===== src/rtl/smm_pkg.sv =====
// shared types and constants of the square matrix multiplier
`default_nettype none

package smm_pkg;

    localparam int MAX_DIM_DEF = 4;
    localparam int INDEX_REACH = 4;
    localparam int IDX_W       = 2;
    localparam int DIM_W       = 3;
    localparam int ELEM_W      = 32;
    localparam int PROD_W      = 2 * ELEM_W;
    localparam int ACC_W       = PROD_W + 2;
    localparam int FRAC_W      = 16;

    localparam logic [DIM_W-1:0] DIM_RESET = 3'd4;

    localparam logic signed [ELEM_W-1:0] Q_MAX = 32'sh7FFF_FFFF;
    localparam logic signed [ELEM_W-1:0] Q_MIN = 32'sh8000_0000;

    localparam logic REQ_WRITE = 1'b0;
    localparam logic REQ_MULT  = 1'b1;
    localparam logic MAT_A     = 1'b0;
    localparam logic MAT_B     = 1'b1;

    typedef struct packed {
        logic                     req_type;
        logic                     which_matrix;
        logic [IDX_W-1:0]         elem_row;
        logic [IDX_W-1:0]         elem_col;
        logic signed [ELEM_W-1:0] elem_value;
    } in_t;

    typedef struct packed {
        logic [IDX_W-1:0]         out_row;
        logic [IDX_W-1:0]         out_col;
        logic signed [ELEM_W-1:0] out_value;
        logic                     out_saturated;
        logic                     out_last;
    } out_t;

    typedef enum logic [1:0] {
        CTRL_IDLE,
        CTRL_HOLD,
        CTRL_ISSUE,
        CTRL_WAIT
    } ctrl_state_t;

    // tag travelling with each product term down the pipeline
    typedef struct packed {
        logic [IDX_W-1:0] row;
        logic [IDX_W-1:0] col;
        logic             first;
        logic             last_k;
        logic             last_elem;
    } tag_t;

    typedef struct packed {
        logic             mem_we;
        logic             issue;
        logic [IDX_W-1:0] k;
        tag_t             tag;
    } cmd_t;

    typedef struct packed {
        logic out_busy;
        logic loaded;
    } status_t;

endpackage

`default_nettype wire


===== src/rtl/smm_ram.sv =====
// generic single write port ram with registered read
`default_nettype none

module smm_ram #(
    parameter int WIDTH = smm_pkg::ELEM_W,
    parameter int DEPTH = smm_pkg::MAX_DIM_DEF * smm_pkg::MAX_DIM_DEF,
    localparam int AW   = (DEPTH > 1) ? $clog2(DEPTH) : 1
) (
    input  wire logic             clk,
    input  wire logic             we,
    input  wire logic [AW-1:0]    waddr,
    input  wire logic [WIDTH-1:0] wdata,
    input  wire logic             re,
    input  wire logic [AW-1:0]    raddr,
    output logic      [WIDTH-1:0] rdata
);

    logic [WIDTH-1:0] mem_reg [DEPTH];
    logic [WIDTH-1:0] rdata_reg;

    always_ff @(posedge clk)
    begin
        if (we)
        begin
            mem_reg[waddr] <= wdata;
        end
        if (re)
        begin
            rdata_reg <= mem_reg[raddr];
        end
    end

    assign rdata = rdata_reg;

endmodule

`default_nettype wire


===== src/rtl/smm_datapath.sv =====
// operand stores, multiply-accumulate pipeline and result register
`default_nettype none

module smm_datapath #(
    parameter int MAX_DIM = smm_pkg::MAX_DIM_DEF
) (
    input  wire logic           clk,
    input  wire logic           rst_n,
    input  wire smm_pkg::cmd_t  cmd,
    input  wire smm_pkg::in_t   in_data,
    output smm_pkg::status_t    sts,
    output logic                out_valid,
    input  wire logic           out_ready,
    output smm_pkg::out_t       out_data
);

    localparam int DEPTH = MAX_DIM * MAX_DIM;
    localparam int AW    = (DEPTH > 1) ? $clog2(DEPTH) : 1;
    localparam int SHW   = smm_pkg::ACC_W - smm_pkg::FRAC_W;

    logic [AW-1:0] waddr;
    logic [AW-1:0] raddr_a;
    logic [AW-1:0] raddr_b;
    logic          we_a;
    logic          we_b;
    logic [smm_pkg::ELEM_W-1:0] rdata_a;
    logic [smm_pkg::ELEM_W-1:0] rdata_b;

    assign waddr   = AW'(int'(in_data.elem_row) * MAX_DIM + int'(in_data.elem_col));
    assign raddr_a = AW'(int'(cmd.tag.row) * MAX_DIM + int'(cmd.k));
    assign raddr_b = AW'(int'(cmd.k) * MAX_DIM + int'(cmd.tag.col));
    assign we_a    = cmd.mem_we && (in_data.which_matrix == smm_pkg::MAT_A);
    assign we_b    = cmd.mem_we && (in_data.which_matrix == smm_pkg::MAT_B);

    smm_ram #(
        .WIDTH (smm_pkg::ELEM_W),
        .DEPTH (DEPTH)
    ) u_ram_a (
        .clk   (clk),
        .we    (we_a),
        .waddr (waddr),
        .wdata (in_data.elem_value),
        .re    (cmd.issue),
        .raddr (raddr_a),
        .rdata (rdata_a)
    );

    smm_ram #(
        .WIDTH (smm_pkg::ELEM_W),
        .DEPTH (DEPTH)
    ) u_ram_b (
        .clk   (clk),
        .we    (we_b),
        .waddr (waddr),
        .wdata (in_data.elem_value),
        .re    (cmd.issue),
        .raddr (raddr_b),
        .rdata (rdata_b)
    );

    // pipeline control
    logic          valid_s1_reg;
    logic          valid_s2_reg;
    logic          done_reg;
    smm_pkg::tag_t tag_s1_reg;
    smm_pkg::tag_t tag_s2_reg;
    smm_pkg::tag_t tag_s3_reg;

    logic signed [smm_pkg::PROD_W-1:0] prod_reg;
    logic signed [smm_pkg::PROD_W-1:0] prod_next;
    logic signed [smm_pkg::ACC_W-1:0]  acc_reg;
    logic signed [smm_pkg::ACC_W-1:0]  acc_next;

    logic          out_valid_reg;
    logic          out_valid_next;
    smm_pkg::out_t out_data_reg;
    smm_pkg::out_t out_data_next;

    logic signed [smm_pkg::ACC_W-1:0] shifted;
    logic                             pos_ovf;
    logic                             neg_ovf;

    assign prod_next = smm_pkg::PROD_W'($signed(rdata_a)) *
                       smm_pkg::PROD_W'($signed(rdata_b));

    assign acc_next = tag_s2_reg.first ? smm_pkg::ACC_W'(prod_reg)
                                       : acc_reg + smm_pkg::ACC_W'(prod_reg);

    always_ff @(posedge clk or negedge rst_n)
    begin
        if (!rst_n)
        begin
            valid_s1_reg  <= 1'b0;
            valid_s2_reg  <= 1'b0;
            done_reg      <= 1'b0;
            out_valid_reg <= 1'b0;
        end
        else
        begin
            valid_s1_reg  <= cmd.issue;
            valid_s2_reg  <= valid_s1_reg;
            done_reg      <= valid_s2_reg && tag_s2_reg.last_k;
            out_valid_reg <= out_valid_next;
        end
    end

    always_ff @(posedge clk)
    begin
        tag_s1_reg <= cmd.tag;
        tag_s2_reg <= tag_s1_reg;
        prod_reg   <= prod_next;
        if (valid_s2_reg)
        begin
            acc_reg    <= acc_next;
            tag_s3_reg <= tag_s2_reg;
        end
        out_data_reg <= out_data_next;
    end

    // floor shift back to q16.16, then clip to 32 bits
    assign shifted = acc_reg >>> smm_pkg::FRAC_W;
    assign pos_ovf = !shifted[smm_pkg::ACC_W-1] && (|shifted[SHW-1:smm_pkg::ELEM_W-1]);
    assign neg_ovf = shifted[smm_pkg::ACC_W-1] && !(&shifted[SHW-1:smm_pkg::ELEM_W-1]);

    always_comb
    begin
        out_valid_next = out_valid_reg;
        out_data_next  = out_data_reg;
        if (done_reg)
        begin
            out_valid_next              = 1'b1;
            out_data_next.out_row       = tag_s3_reg.row;
            out_data_next.out_col       = tag_s3_reg.col;
            out_data_next.out_last      = tag_s3_reg.last_elem;
            out_data_next.out_saturated = pos_ovf || neg_ovf;
            priority if (pos_ovf)
            begin
                out_data_next.out_value = smm_pkg::Q_MAX;
            end
            else if (neg_ovf)
            begin
                out_data_next.out_value = smm_pkg::Q_MIN;
            end
            else
            begin
                out_data_next.out_value = shifted[smm_pkg::ELEM_W-1:0];
            end
        end
        else if (out_ready)
        begin
            out_valid_next = 1'b0;
        end
    end

    assign sts.out_busy = out_valid_reg;
    assign sts.loaded   = done_reg;
    assign out_valid    = out_valid_reg;
    assign out_data     = out_data_reg;

endmodule

`default_nettype wire


===== src/rtl/smm_ctrl.sv =====
// sequencer walking row, column and inner index of the product
`default_nettype none

module smm_ctrl #(
    parameter int MAX_DIM = smm_pkg::MAX_DIM_DEF
) (
    input  wire logic                         clk,
    input  wire logic                         rst_n,
    input  wire logic                         cfg_wr_en,
    input  wire logic [smm_pkg::DIM_W-1:0]    cfg_wr_data,
    input  wire logic                         in_valid,
    output logic                              in_ready,
    input  wire smm_pkg::in_t                 in_data,
    input  wire smm_pkg::status_t             sts,
    output smm_pkg::cmd_t                     cmd
);

    localparam int CAP = (MAX_DIM < smm_pkg::INDEX_REACH) ? MAX_DIM : smm_pkg::INDEX_REACH;

    smm_pkg::ctrl_state_t state_reg;
    smm_pkg::ctrl_state_t state_next;

    logic [smm_pkg::DIM_W-1:0] dim_in_use_reg;
    logic [smm_pkg::IDX_W-1:0] dim_m1_reg;
    logic [smm_pkg::IDX_W-1:0] dim_m1_next;
    logic [smm_pkg::IDX_W-1:0] i_reg;
    logic [smm_pkg::IDX_W-1:0] i_next;
    logic [smm_pkg::IDX_W-1:0] j_reg;
    logic [smm_pkg::IDX_W-1:0] j_next;
    logic [smm_pkg::IDX_W-1:0] k_reg;
    logic [smm_pkg::IDX_W-1:0] k_next;

    logic [smm_pkg::DIM_W-1:0] dim_clamped;
    logic                      mult_acc;
    logic                      in_range;
    logic                      last_k;
    logic                      last_elem;

    always_comb
    begin
        priority if (dim_in_use_reg == '0)
        begin
            dim_clamped = smm_pkg::DIM_W'(1);
        end
        else if (int'(dim_in_use_reg) > CAP)
        begin
            dim_clamped = smm_pkg::DIM_W'(CAP);
        end
        else
        begin
            dim_clamped = dim_in_use_reg;
        end
    end

    assign mult_acc  = in_valid && in_ready && (in_data.req_type == smm_pkg::REQ_MULT);
    assign in_range  = (int'(in_data.elem_row) < MAX_DIM) && (int'(in_data.elem_col) < MAX_DIM);
    assign last_k    = (k_reg == dim_m1_reg);
    assign last_elem = (i_reg == dim_m1_reg) && (j_reg == dim_m1_reg);

    always_ff @(posedge clk or negedge rst_n)
    begin
        if (!rst_n)
        begin
            state_reg      <= smm_pkg::CTRL_IDLE;
            dim_in_use_reg <= smm_pkg::DIM_RESET;
            dim_m1_reg     <= '0;
            i_reg          <= '0;
            j_reg          <= '0;
            k_reg          <= '0;
        end
        else
        begin
            state_reg  <= state_next;
            dim_m1_reg <= dim_m1_next;
            i_reg      <= i_next;
            j_reg      <= j_next;
            k_reg      <= k_next;
            if (cfg_wr_en)
            begin
                dim_in_use_reg <= cfg_wr_data;
            end
        end
    end

    // next state
    always_comb
    begin
        state_next = state_reg;
        unique case (state_reg)
            smm_pkg::CTRL_IDLE:
            begin
                if (mult_acc)
                begin
                    state_next = smm_pkg::CTRL_HOLD;
                end
            end
            smm_pkg::CTRL_HOLD:
            begin
                if (!sts.out_busy)
                begin
                    state_next = smm_pkg::CTRL_ISSUE;
                end
            end
            smm_pkg::CTRL_ISSUE:
            begin
                if (last_k)
                begin
                    state_next = smm_pkg::CTRL_WAIT;
                end
            end
            smm_pkg::CTRL_WAIT:
            begin
                if (sts.loaded)
                begin
                    state_next = last_elem ? smm_pkg::CTRL_IDLE : smm_pkg::CTRL_HOLD;
                end
            end
            default:
            begin
                state_next = smm_pkg::CTRL_IDLE;
            end
        endcase
    end

    // index counters
    always_comb
    begin
        dim_m1_next = dim_m1_reg;
        i_next      = i_reg;
        j_next      = j_reg;
        k_next      = k_reg;
        if (mult_acc)
        begin
            dim_m1_next = smm_pkg::IDX_W'(dim_clamped - smm_pkg::DIM_W'(1));
            i_next      = '0;
            j_next      = '0;
            k_next      = '0;
        end
        else if (state_reg == smm_pkg::CTRL_ISSUE)
        begin
            k_next = last_k ? '0 : k_reg + 1'b1;
        end
        else if ((state_reg == smm_pkg::CTRL_WAIT) && sts.loaded && !last_elem)
        begin
            if (j_reg == dim_m1_reg)
            begin
                j_next = '0;
                i_next = i_reg + 1'b1;
            end
            else
            begin
                j_next = j_reg + 1'b1;
            end
        end
    end

    // outputs
    always_comb
    begin
        in_ready = (state_reg == smm_pkg::CTRL_IDLE);
        cmd.mem_we = in_valid && in_ready && (in_data.req_type == smm_pkg::REQ_WRITE) &&
                     in_range;
        cmd.issue         = (state_reg == smm_pkg::CTRL_ISSUE);
        cmd.k             = k_reg;
        cmd.tag.row       = i_reg;
        cmd.tag.col       = j_reg;
        cmd.tag.first     = (k_reg == '0);
        cmd.tag.last_k    = last_k;
        cmd.tag.last_elem = last_elem;
    end

endmodule

`default_nettype wire


===== src/rtl/square_matrix_multiply.sv =====
// top level of the square q16.16 matrix multiplier
//
//  channel   direction  handshake              beat
//  cfg       in         cfg_wr_en              cfg_wr_data -> dim_in_use
//  in        in         in_valid / in_ready    in_data   (smm_pkg::in_t)
//  out       out        out_valid / out_ready  out_data  (smm_pkg::out_t)
//
// an element write beat leaves in_ready high
// a multiply beat holds in_ready low until the last product element is loaded into the output register:
// per element the inner index walks through one shared mac (ram read, multiply, accumulate),
// then the pipeline drains, the sum is clipped, and the beat is handed over before the next element
// out_ready low stalls the sequencer before the next element starts
// rst_n clears control state only; the operand stores are not cleared
`default_nettype none

module square_matrix_multiply #(
    parameter int MAX_DIM = smm_pkg::MAX_DIM_DEF
) (
    input  wire logic                      clk,
    input  wire logic                      rst_n,
    // configuration
    input  wire logic                      cfg_wr_en,
    input  wire logic [smm_pkg::DIM_W-1:0] cfg_wr_data,
    // request beats
    input  wire logic                      in_valid,
    output logic                           in_ready,
    input  wire smm_pkg::in_t              in_data,
    // product beats
    output logic                           out_valid,
    input  wire logic                      out_ready,
    output smm_pkg::out_t                  out_data
);

    // commands from the sequencer and status back from the datapath
    smm_pkg::cmd_t    cmd;
    smm_pkg::status_t sts;

    smm_ctrl #(
        .MAX_DIM (MAX_DIM)
    ) u_ctrl (
        .clk         (clk),
        .rst_n       (rst_n),
        .cfg_wr_en   (cfg_wr_en),
        .cfg_wr_data (cfg_wr_data),
        .in_valid    (in_valid),
        .in_ready    (in_ready),
        .in_data     (in_data),
        .sts         (sts),
        .cmd         (cmd)
    );

    // operand rams, mac pipeline and output register
    smm_datapath #(
        .MAX_DIM (MAX_DIM)
    ) u_datapath (
        .clk       (clk),
        .rst_n     (rst_n),
        .cmd       (cmd),
        .in_data   (in_data),
        .sts       (sts),
        .out_valid (out_valid),
        .out_ready (out_ready),
        .out_data  (out_data)
    );

endmodule

`default_nettype wire


===== config.mk =====
export PLATFORM = sky130hd
export DESIGN_NAME = square_matrix_multiply
export DESIGN_NICKNAME = d
export VERILOG_FILES = /design/src/rtl/smm_pkg.sv /design/src/rtl/smm_ram.sv /design/src/rtl/smm_datapath.sv /design/src/rtl/smm_ctrl.sv /design/src/rtl/square_matrix_multiply.sv
export SDC_FILE = /design/constraint.sdc
export NUM_CORES = 2
export LEC_CHECK = 0
export ABC_AREA = 0
export BUFFER_PORTS_ARGS = -buffer_cell sky130_fd_sc_hd__buf_2
export CORE_MARGIN = 2
export CORE_UTILIZATION = 55
export CTS_CLUSTER_SIZE = 8
export DETAILED_ROUTE_END_ITERATION = 8
export PLACE_DENSITY = 0.71
export SLEW_MARGIN = 5
export SYNTH_ARGS = -nofsm -noshare
export SYNTH_HDL_FRONTEND = slang
export SYNTH_HIERARCHICAL = 1
export SYNTH_SLANG_ARGS = --single-unit

===== constraint.sdc =====
create_clock -name clk -period 24.6 [get_ports clk]
set_input_delay 2.46 -clock clk [delete_from_list [all_inputs] [get_ports clk]]
set_output_delay 2.46 -clock clk [all_outputs]
set_load 0.05 [all_outputs]

After elaboration in Yosys (flattened, before gate mapping)
Memories as Yosys holds them, arrays and structs flattened. A register that Yosys moved wholly into a read port is not among the register bits.
Cells that the tools add are included.
- multiply operators: 1
- bitwise operators: 2
- muxes and demuxes: 27
- reductions and logical operators: 27
- $add $sub $neg: 8
- equal/unequal tests: 11
- magnitude comparators: 1
- operator list (cell ; number):
    adder 66 x 64 -> 66 bit ; 1
    2-to-1 mux 66 bit ; 1
    multiplier 32 x 32 -> 64 bit ; 1
    2-to-1 mux 2 bit ; 17
    2-to-1 mux 32 bit ; 1
    AND reduction 19 bit ; 1
    OR reduction 19 bit ; 1
    adder 4 x 2 -> 4 bit ; 3
    logical AND 1 bit ; 11
    inequality test 2 bit, second input constant ; 4
    one-hot mux 2 bit (4 select lines) ; 1
    nonzero test 2 bit ; 4
    2-to-1 mux 1 bit ; 7
    adder 2 x 1 -> 2 bit, second input constant ; 3
    == test 2 bit ; 3
    == test 2 bit, second input constant ; 2
    zero test 2 bit ; 2
    AND reduction 4 bit ; 1
    greater-than comparator 3 bit, second input constant ; 1
    zero test 1 bit ; 3
    zero test 3 bit ; 1
    AND reduction 3 bit ; 1
    == test 2 x 1 -> 1 bit, second input constant ; 1
    inequality test 2 x 1 -> 1 bit, second input constant ; 1
    other kinds (4) ; 5
- RAM bits: 1024
- register bits: 204
- logic and storage cells: 109
- memories: 2
- memories (name ; words ; width ; rd ports ; clocked after Yosys merged registers in ; write ports ; line ; source):
    u_datapath.u_ram_a.mem_reg ; 16 ; 32 ; 1 ; 1 ; 1 ; smm_ram.sv:18 ; logic [WIDTH-1:0] mem_reg [DEPTH];
    u_datapath.u_ram_b.mem_reg ; 16 ; 32 ; 1 ; 1 ; 1 ; smm_ram.sv:18 ;

Depth between registers and ports, before layout
- depth after elaboration: 7
- gate-level depth with buffers: 29

Hierarchy
The synthesis kept the hierarchy.
- by module, submodules not included (module ; area an instance (µm²) ; seq. area each (µm²) ; times used ; cells each):
    smm_datapath ; 46422.0 ; 4934.7 ; 1 ; 4948
    smm_ram ; 20174.3 ; 16335.7 ; 2 ; 838
    smm_ctrl ; 808.3 ; 326.6 ; 1 ; 89

Worst setup path before layout
No wires, ideal clock.
- path kind: register to register
- from: reg u_datapath.u_ram_a.rdata_reg[31] (netlist: u_datapath/u_ram_a/rdata[31]), read port of u_datapath.u_ram_a.mem_reg
- to: reg u_datapath/prod_reg[58] (netlist bit)
- period minus slack after synthesis: 7.700 ns
- setup time: 0.072 ns
- stages on the path, launching flop included: 27
- path slack: 16.900 ns
- data arrival time: 7.628 ns
- cell sequence: edfxtp_1 -> clkbuf_1 -> nand2_1 -> inv_1 -> fa_1 -> fa_1 -> inv_1 -> fa_1 -> inv_1 -> fa_1 -> inv_1 -> fa_1 -> inv_1 -> fa_1 -> inv_1 -> fa_1 -> inv_1 -> fa_1 -> ha_1 -> clkbuf_1 -> nand2_1 -> o41ai_1 -> a21oi_1 -> o21ai_0 -> a2111oi_0 -> nor3_1 -> xor2_1
- longest elaborated chain between the ends: 1
- ends and longest elaborated chain (what ; line ; source):
    from (decl) ; smm_ram.sv:19 ; logic [WIDTH-1:0] rdata_reg;
    multiplier 32 x 32 -> 64 bit ; smm_datapath.sv:83 ; assign prod_next = smm_pkg::PROD_W'($signed(rdata_a)) *
    net u_datapath.prod_next (one bit) ; smm_datapath.sv:70 ; logic signed [smm_pkg::PROD_W-1:0] prod_next;
    to (signal assigned) ; smm_datapath.sv:111 ; prod_reg <= prod_next;
    to (decl) ; smm_datapath.sv:69 ; logic signed [smm_pkg::PROD_W-1:0] prod_reg;
The timed path passes the listed nets, and every way through them passes these cells.
A chain may end at the register's enable or synchronous reset.

Worst setup path in the final report
Same ends and word-level chain as after synthesis.

==> flow_summary.json <==
{
  "synth-compound-area-share": 0.0511,
  "worstPathRequired_ns": 25.31,
  "dr_wl_met3_mm": 21.2,
  "clock_skew_ns": 0.0515,
  "synth-seq-cells": 1292,
  "final.setup.tns_ns": 0,
  "fmax_mhz": 111,
  "maxCapViolCount": 0,
  "io_buffers": 85,
  "fin_crit_ns": 9.01,
  "synthMostInstantiatedCell": "edfxtp_1",
  "slew_headroom": 0.236,
  "cts_hold_repair.buffers": 0,
  "antenna_found_initial": 11,
  "syn_area_um2": 87600,
  "drc": 0,
  "wl_met2_mm": 103,
  "synthFlopType": "edfxtp_1",
  "critPathKind": "flip-flop to flip-flop",
  "async_reset_ff_frac": 0.0132,
  "synth_top_family_by_area": "adder cells",
  "cts.sinks": 1292,
  "hpwl_mm": 141,
  "cp-start-kind": "flip-flop",
  "die_h_um": 403,
  "wire_per_inst_um": 24.3,
  "cts_tree": "done",
  "worstMarginPinSlew_ns": 1.15,
  "hold_viol_final": 0,
  "clkTransAtPathRegs_ns": 0.06,
  "wl_met1_mm": 86.1,
  "synth_nets": 8096,
  "ant_nets": 0,
  "first_iter_violations": 5071,
  "ios": 86,
  "rsz0062_at_grt": "no",
  "num_rows": 146,
  "synth_edf_count": 1197,
  "clockBufferDepth": 3,
  "slew_violations": 0,
  "ys_seq_area_frac": 0.433,
  "vias_per_cell": 5.94,
  "path_buf_inv": 7,
  "htree_levels": 4,
  "overflow": 0,
  "synthXorXnorAreaFrac": 0.0124,
  "start_util": 0.554,
  "globalplace.congestion": 0.919,
  "synthSimpleGateAreaFrac": 0.0909,
  "root_buffer": "clkbuf_16",
  "synth_top_area_frac": 0.410,
  "grt_pass1_vias": 56800,
  "avgSynthCellArea_um2": 13.0,
  "crit_fanout": 32,
  "ys_warn_count": 6,
  "grt_pass1_wl_mm": 336,
  "final_nets": 8138,
  "hold_path.class": "flip-flop to flip-flop",
  "grtUsageTotal": 0.273,
  "firstDrtPassIters": 6,
  "finalSetupViolCount": 0,
  "drive_above_1_share": 0.110,
  "cts_buffers": 181,
  "cpPeakStageDelay_ns": 1.03,
  "synth_area_leader_cell": "edfxtp_1",
  "cp-end-kind": "flip-flop",
  "ys_types": 86,
  "path_cells": "nand2_1, inv_1, fa_1, fa_1, inv_1, fa_1, inv_1, fa_1, inv_1, fa_1, inv_1, fa_1, inv_1, fa_1, inv_1, fa_1, ha_1, nand2_1, o41ai_1, a21oi_1, o21ai_0, a2111oi_0, nor3_1, xor2_1",
  "synth_common_cells": "edfxtp_1 (1197), fa_1 (1083), inv_1 (1059)",
  "synth_adder_area_share": 0.284,
  "post_cts_resized": 0,
  "muxShareOfSynthArea": 0.0666,
  "core-area_um2": 158000,
  "area_growth_pct": 8.95,
  "routed.top_layer": "met5",
  "wl_mm": 216,
  "synthTopCellsByArea": "edfxtp_1 (41%), fa_1 (25%), mux4_2 (6.6%)",
  "arrival_ns": 9.73,
  "crit_slowest_cell": "edfxtp_1",
  "crit_family": "adder cells",
  "outcome": "finished clean",
  "dieWidth_um": 403,
  "vias": 52700,
  "netlist_instances": 6713,
  "postCtsSetupBuffers": 0,
  "crit_top_cell": "fa_1",
  "period_share": 0.366,
  "clock_latency_ns": 0.82,
  "design.die.area_um2": 162000,
  "grt_max_degree": 65
}
-- per-layer routing --
metal | up-vias | GRT usage
met1 | 27300 | 0.377
met2 | 2631 | 0.438
met4 | 8 | 0.0767
li1 | 22300 | -
met5 | - | 0
met3 | 421 | 0.0634
-- worst paths after layout --
path | from | endpoint | slack (ns) | cells after the start
hold / removal | u_datapath/tag_s1_reg[4]$_DFF_P_ | u_datapath/tag_s2_reg[4]$_DFF_P_ | 0.32 | 0
max in group asynchronous | rst_n | u_ctrl/dim_in_use_reg[2]$_DFFE_PN1P_ | 22.69 | 1
hold reg to reg | u_datapath/tag_s1_reg[4]$_DFF_P_ | u_datapath/tag_s2_reg[4]$_DFF_P_ | 0.32 | 0
setup reg to reg | u_datapath/u_ram_a/rdata[31]$_DFFE_PP_ | u_datapath/prod_reg[58]$_DFF_P_ | 15.59 | 24
setup / recovery | u_datapath/u_ram_a/rdata[31]$_DFFE_PP_ | u_datapath/prod_reg[58]$_DFF_P_ | 15.59 | 24
min in group asynchronous | rst_n | u_ctrl/i_reg[0]$_DFFE_PN0P_ | 1.60 | 1
-- area by class of cell --
cell class / count / area, µm²
tap: 2072 / 2590
clock inverter: 16 / 347
timing repair buffer: 208 / 1350
inverter: 1061 / 3980
sequential: 1292 / 38000
clock buffer: 211 / 4690
antenna: 1 / 2.50
fill: 12000 / 62800
multi-input combinational: 4011 / 44500
-- cell families after synthesis --
family / after synthesis
adder cells (fa/ha/maj): 1337
multiplexers: 262
buffers and inverters: 1410
XOR/XNOR: 124
AO/OA/AOI/OAI: 661
flip-flops: 1292
AND/OR/NAND/NOR: 1627
-- cells in the final DEF (no fill, tap or decap), types with 77 or more instances in the layout --
| cell type | count |
|---|---|
| fa_1 | 1083 |
| xnor2_1 | 77 |
| mux4_2 | 256 |
| buf_4 | 123 |
| edfxtp_1 | 1197 |
| buf_2 | 85 |
| ha_1 | 253 |
| a21o_1 | 83 |
| inv_1 | 1059 |
| dfxtp_1 | 77 |
| a21oi_1 | 144 |
| clkbuf_16 | 182 |
| nand2_1 | 758 |
| nor2_1 | 88 |
| o21ai_0 | 120 |
| and2_1 | 536 |
| a22oi_1 | 130 |
-- stage by stage --
| step | hold slack (ns) | area, µm² | worst slack (ns) | util | instances |
|---|---|---|---|---|---|
| 4_1_cts | 0.324 | 95400 | 15.61 | 0.603 | 8871 |
| 3_3_place_gp | 0.313 | 90400 | 15.82 | 0.571 | 8644 |
| 5_1_grt | 0.326 | 95400 | 14.92 | 0.603 | 8872 |
| 2_1_floorplan | 0.310 | 87600 | 16.90 | - | 6713 |
| 6_report | 0.322 | 95400 | 15.59 | 0.603 | 8872 |
| 3_5_place_dp | 0.313 | 90400 | 15.62 | 0.571 | 8644 |
Power is not shown: default switching activity piles up to over one toggle a cycle in this logic, so the estimate is an artifact.
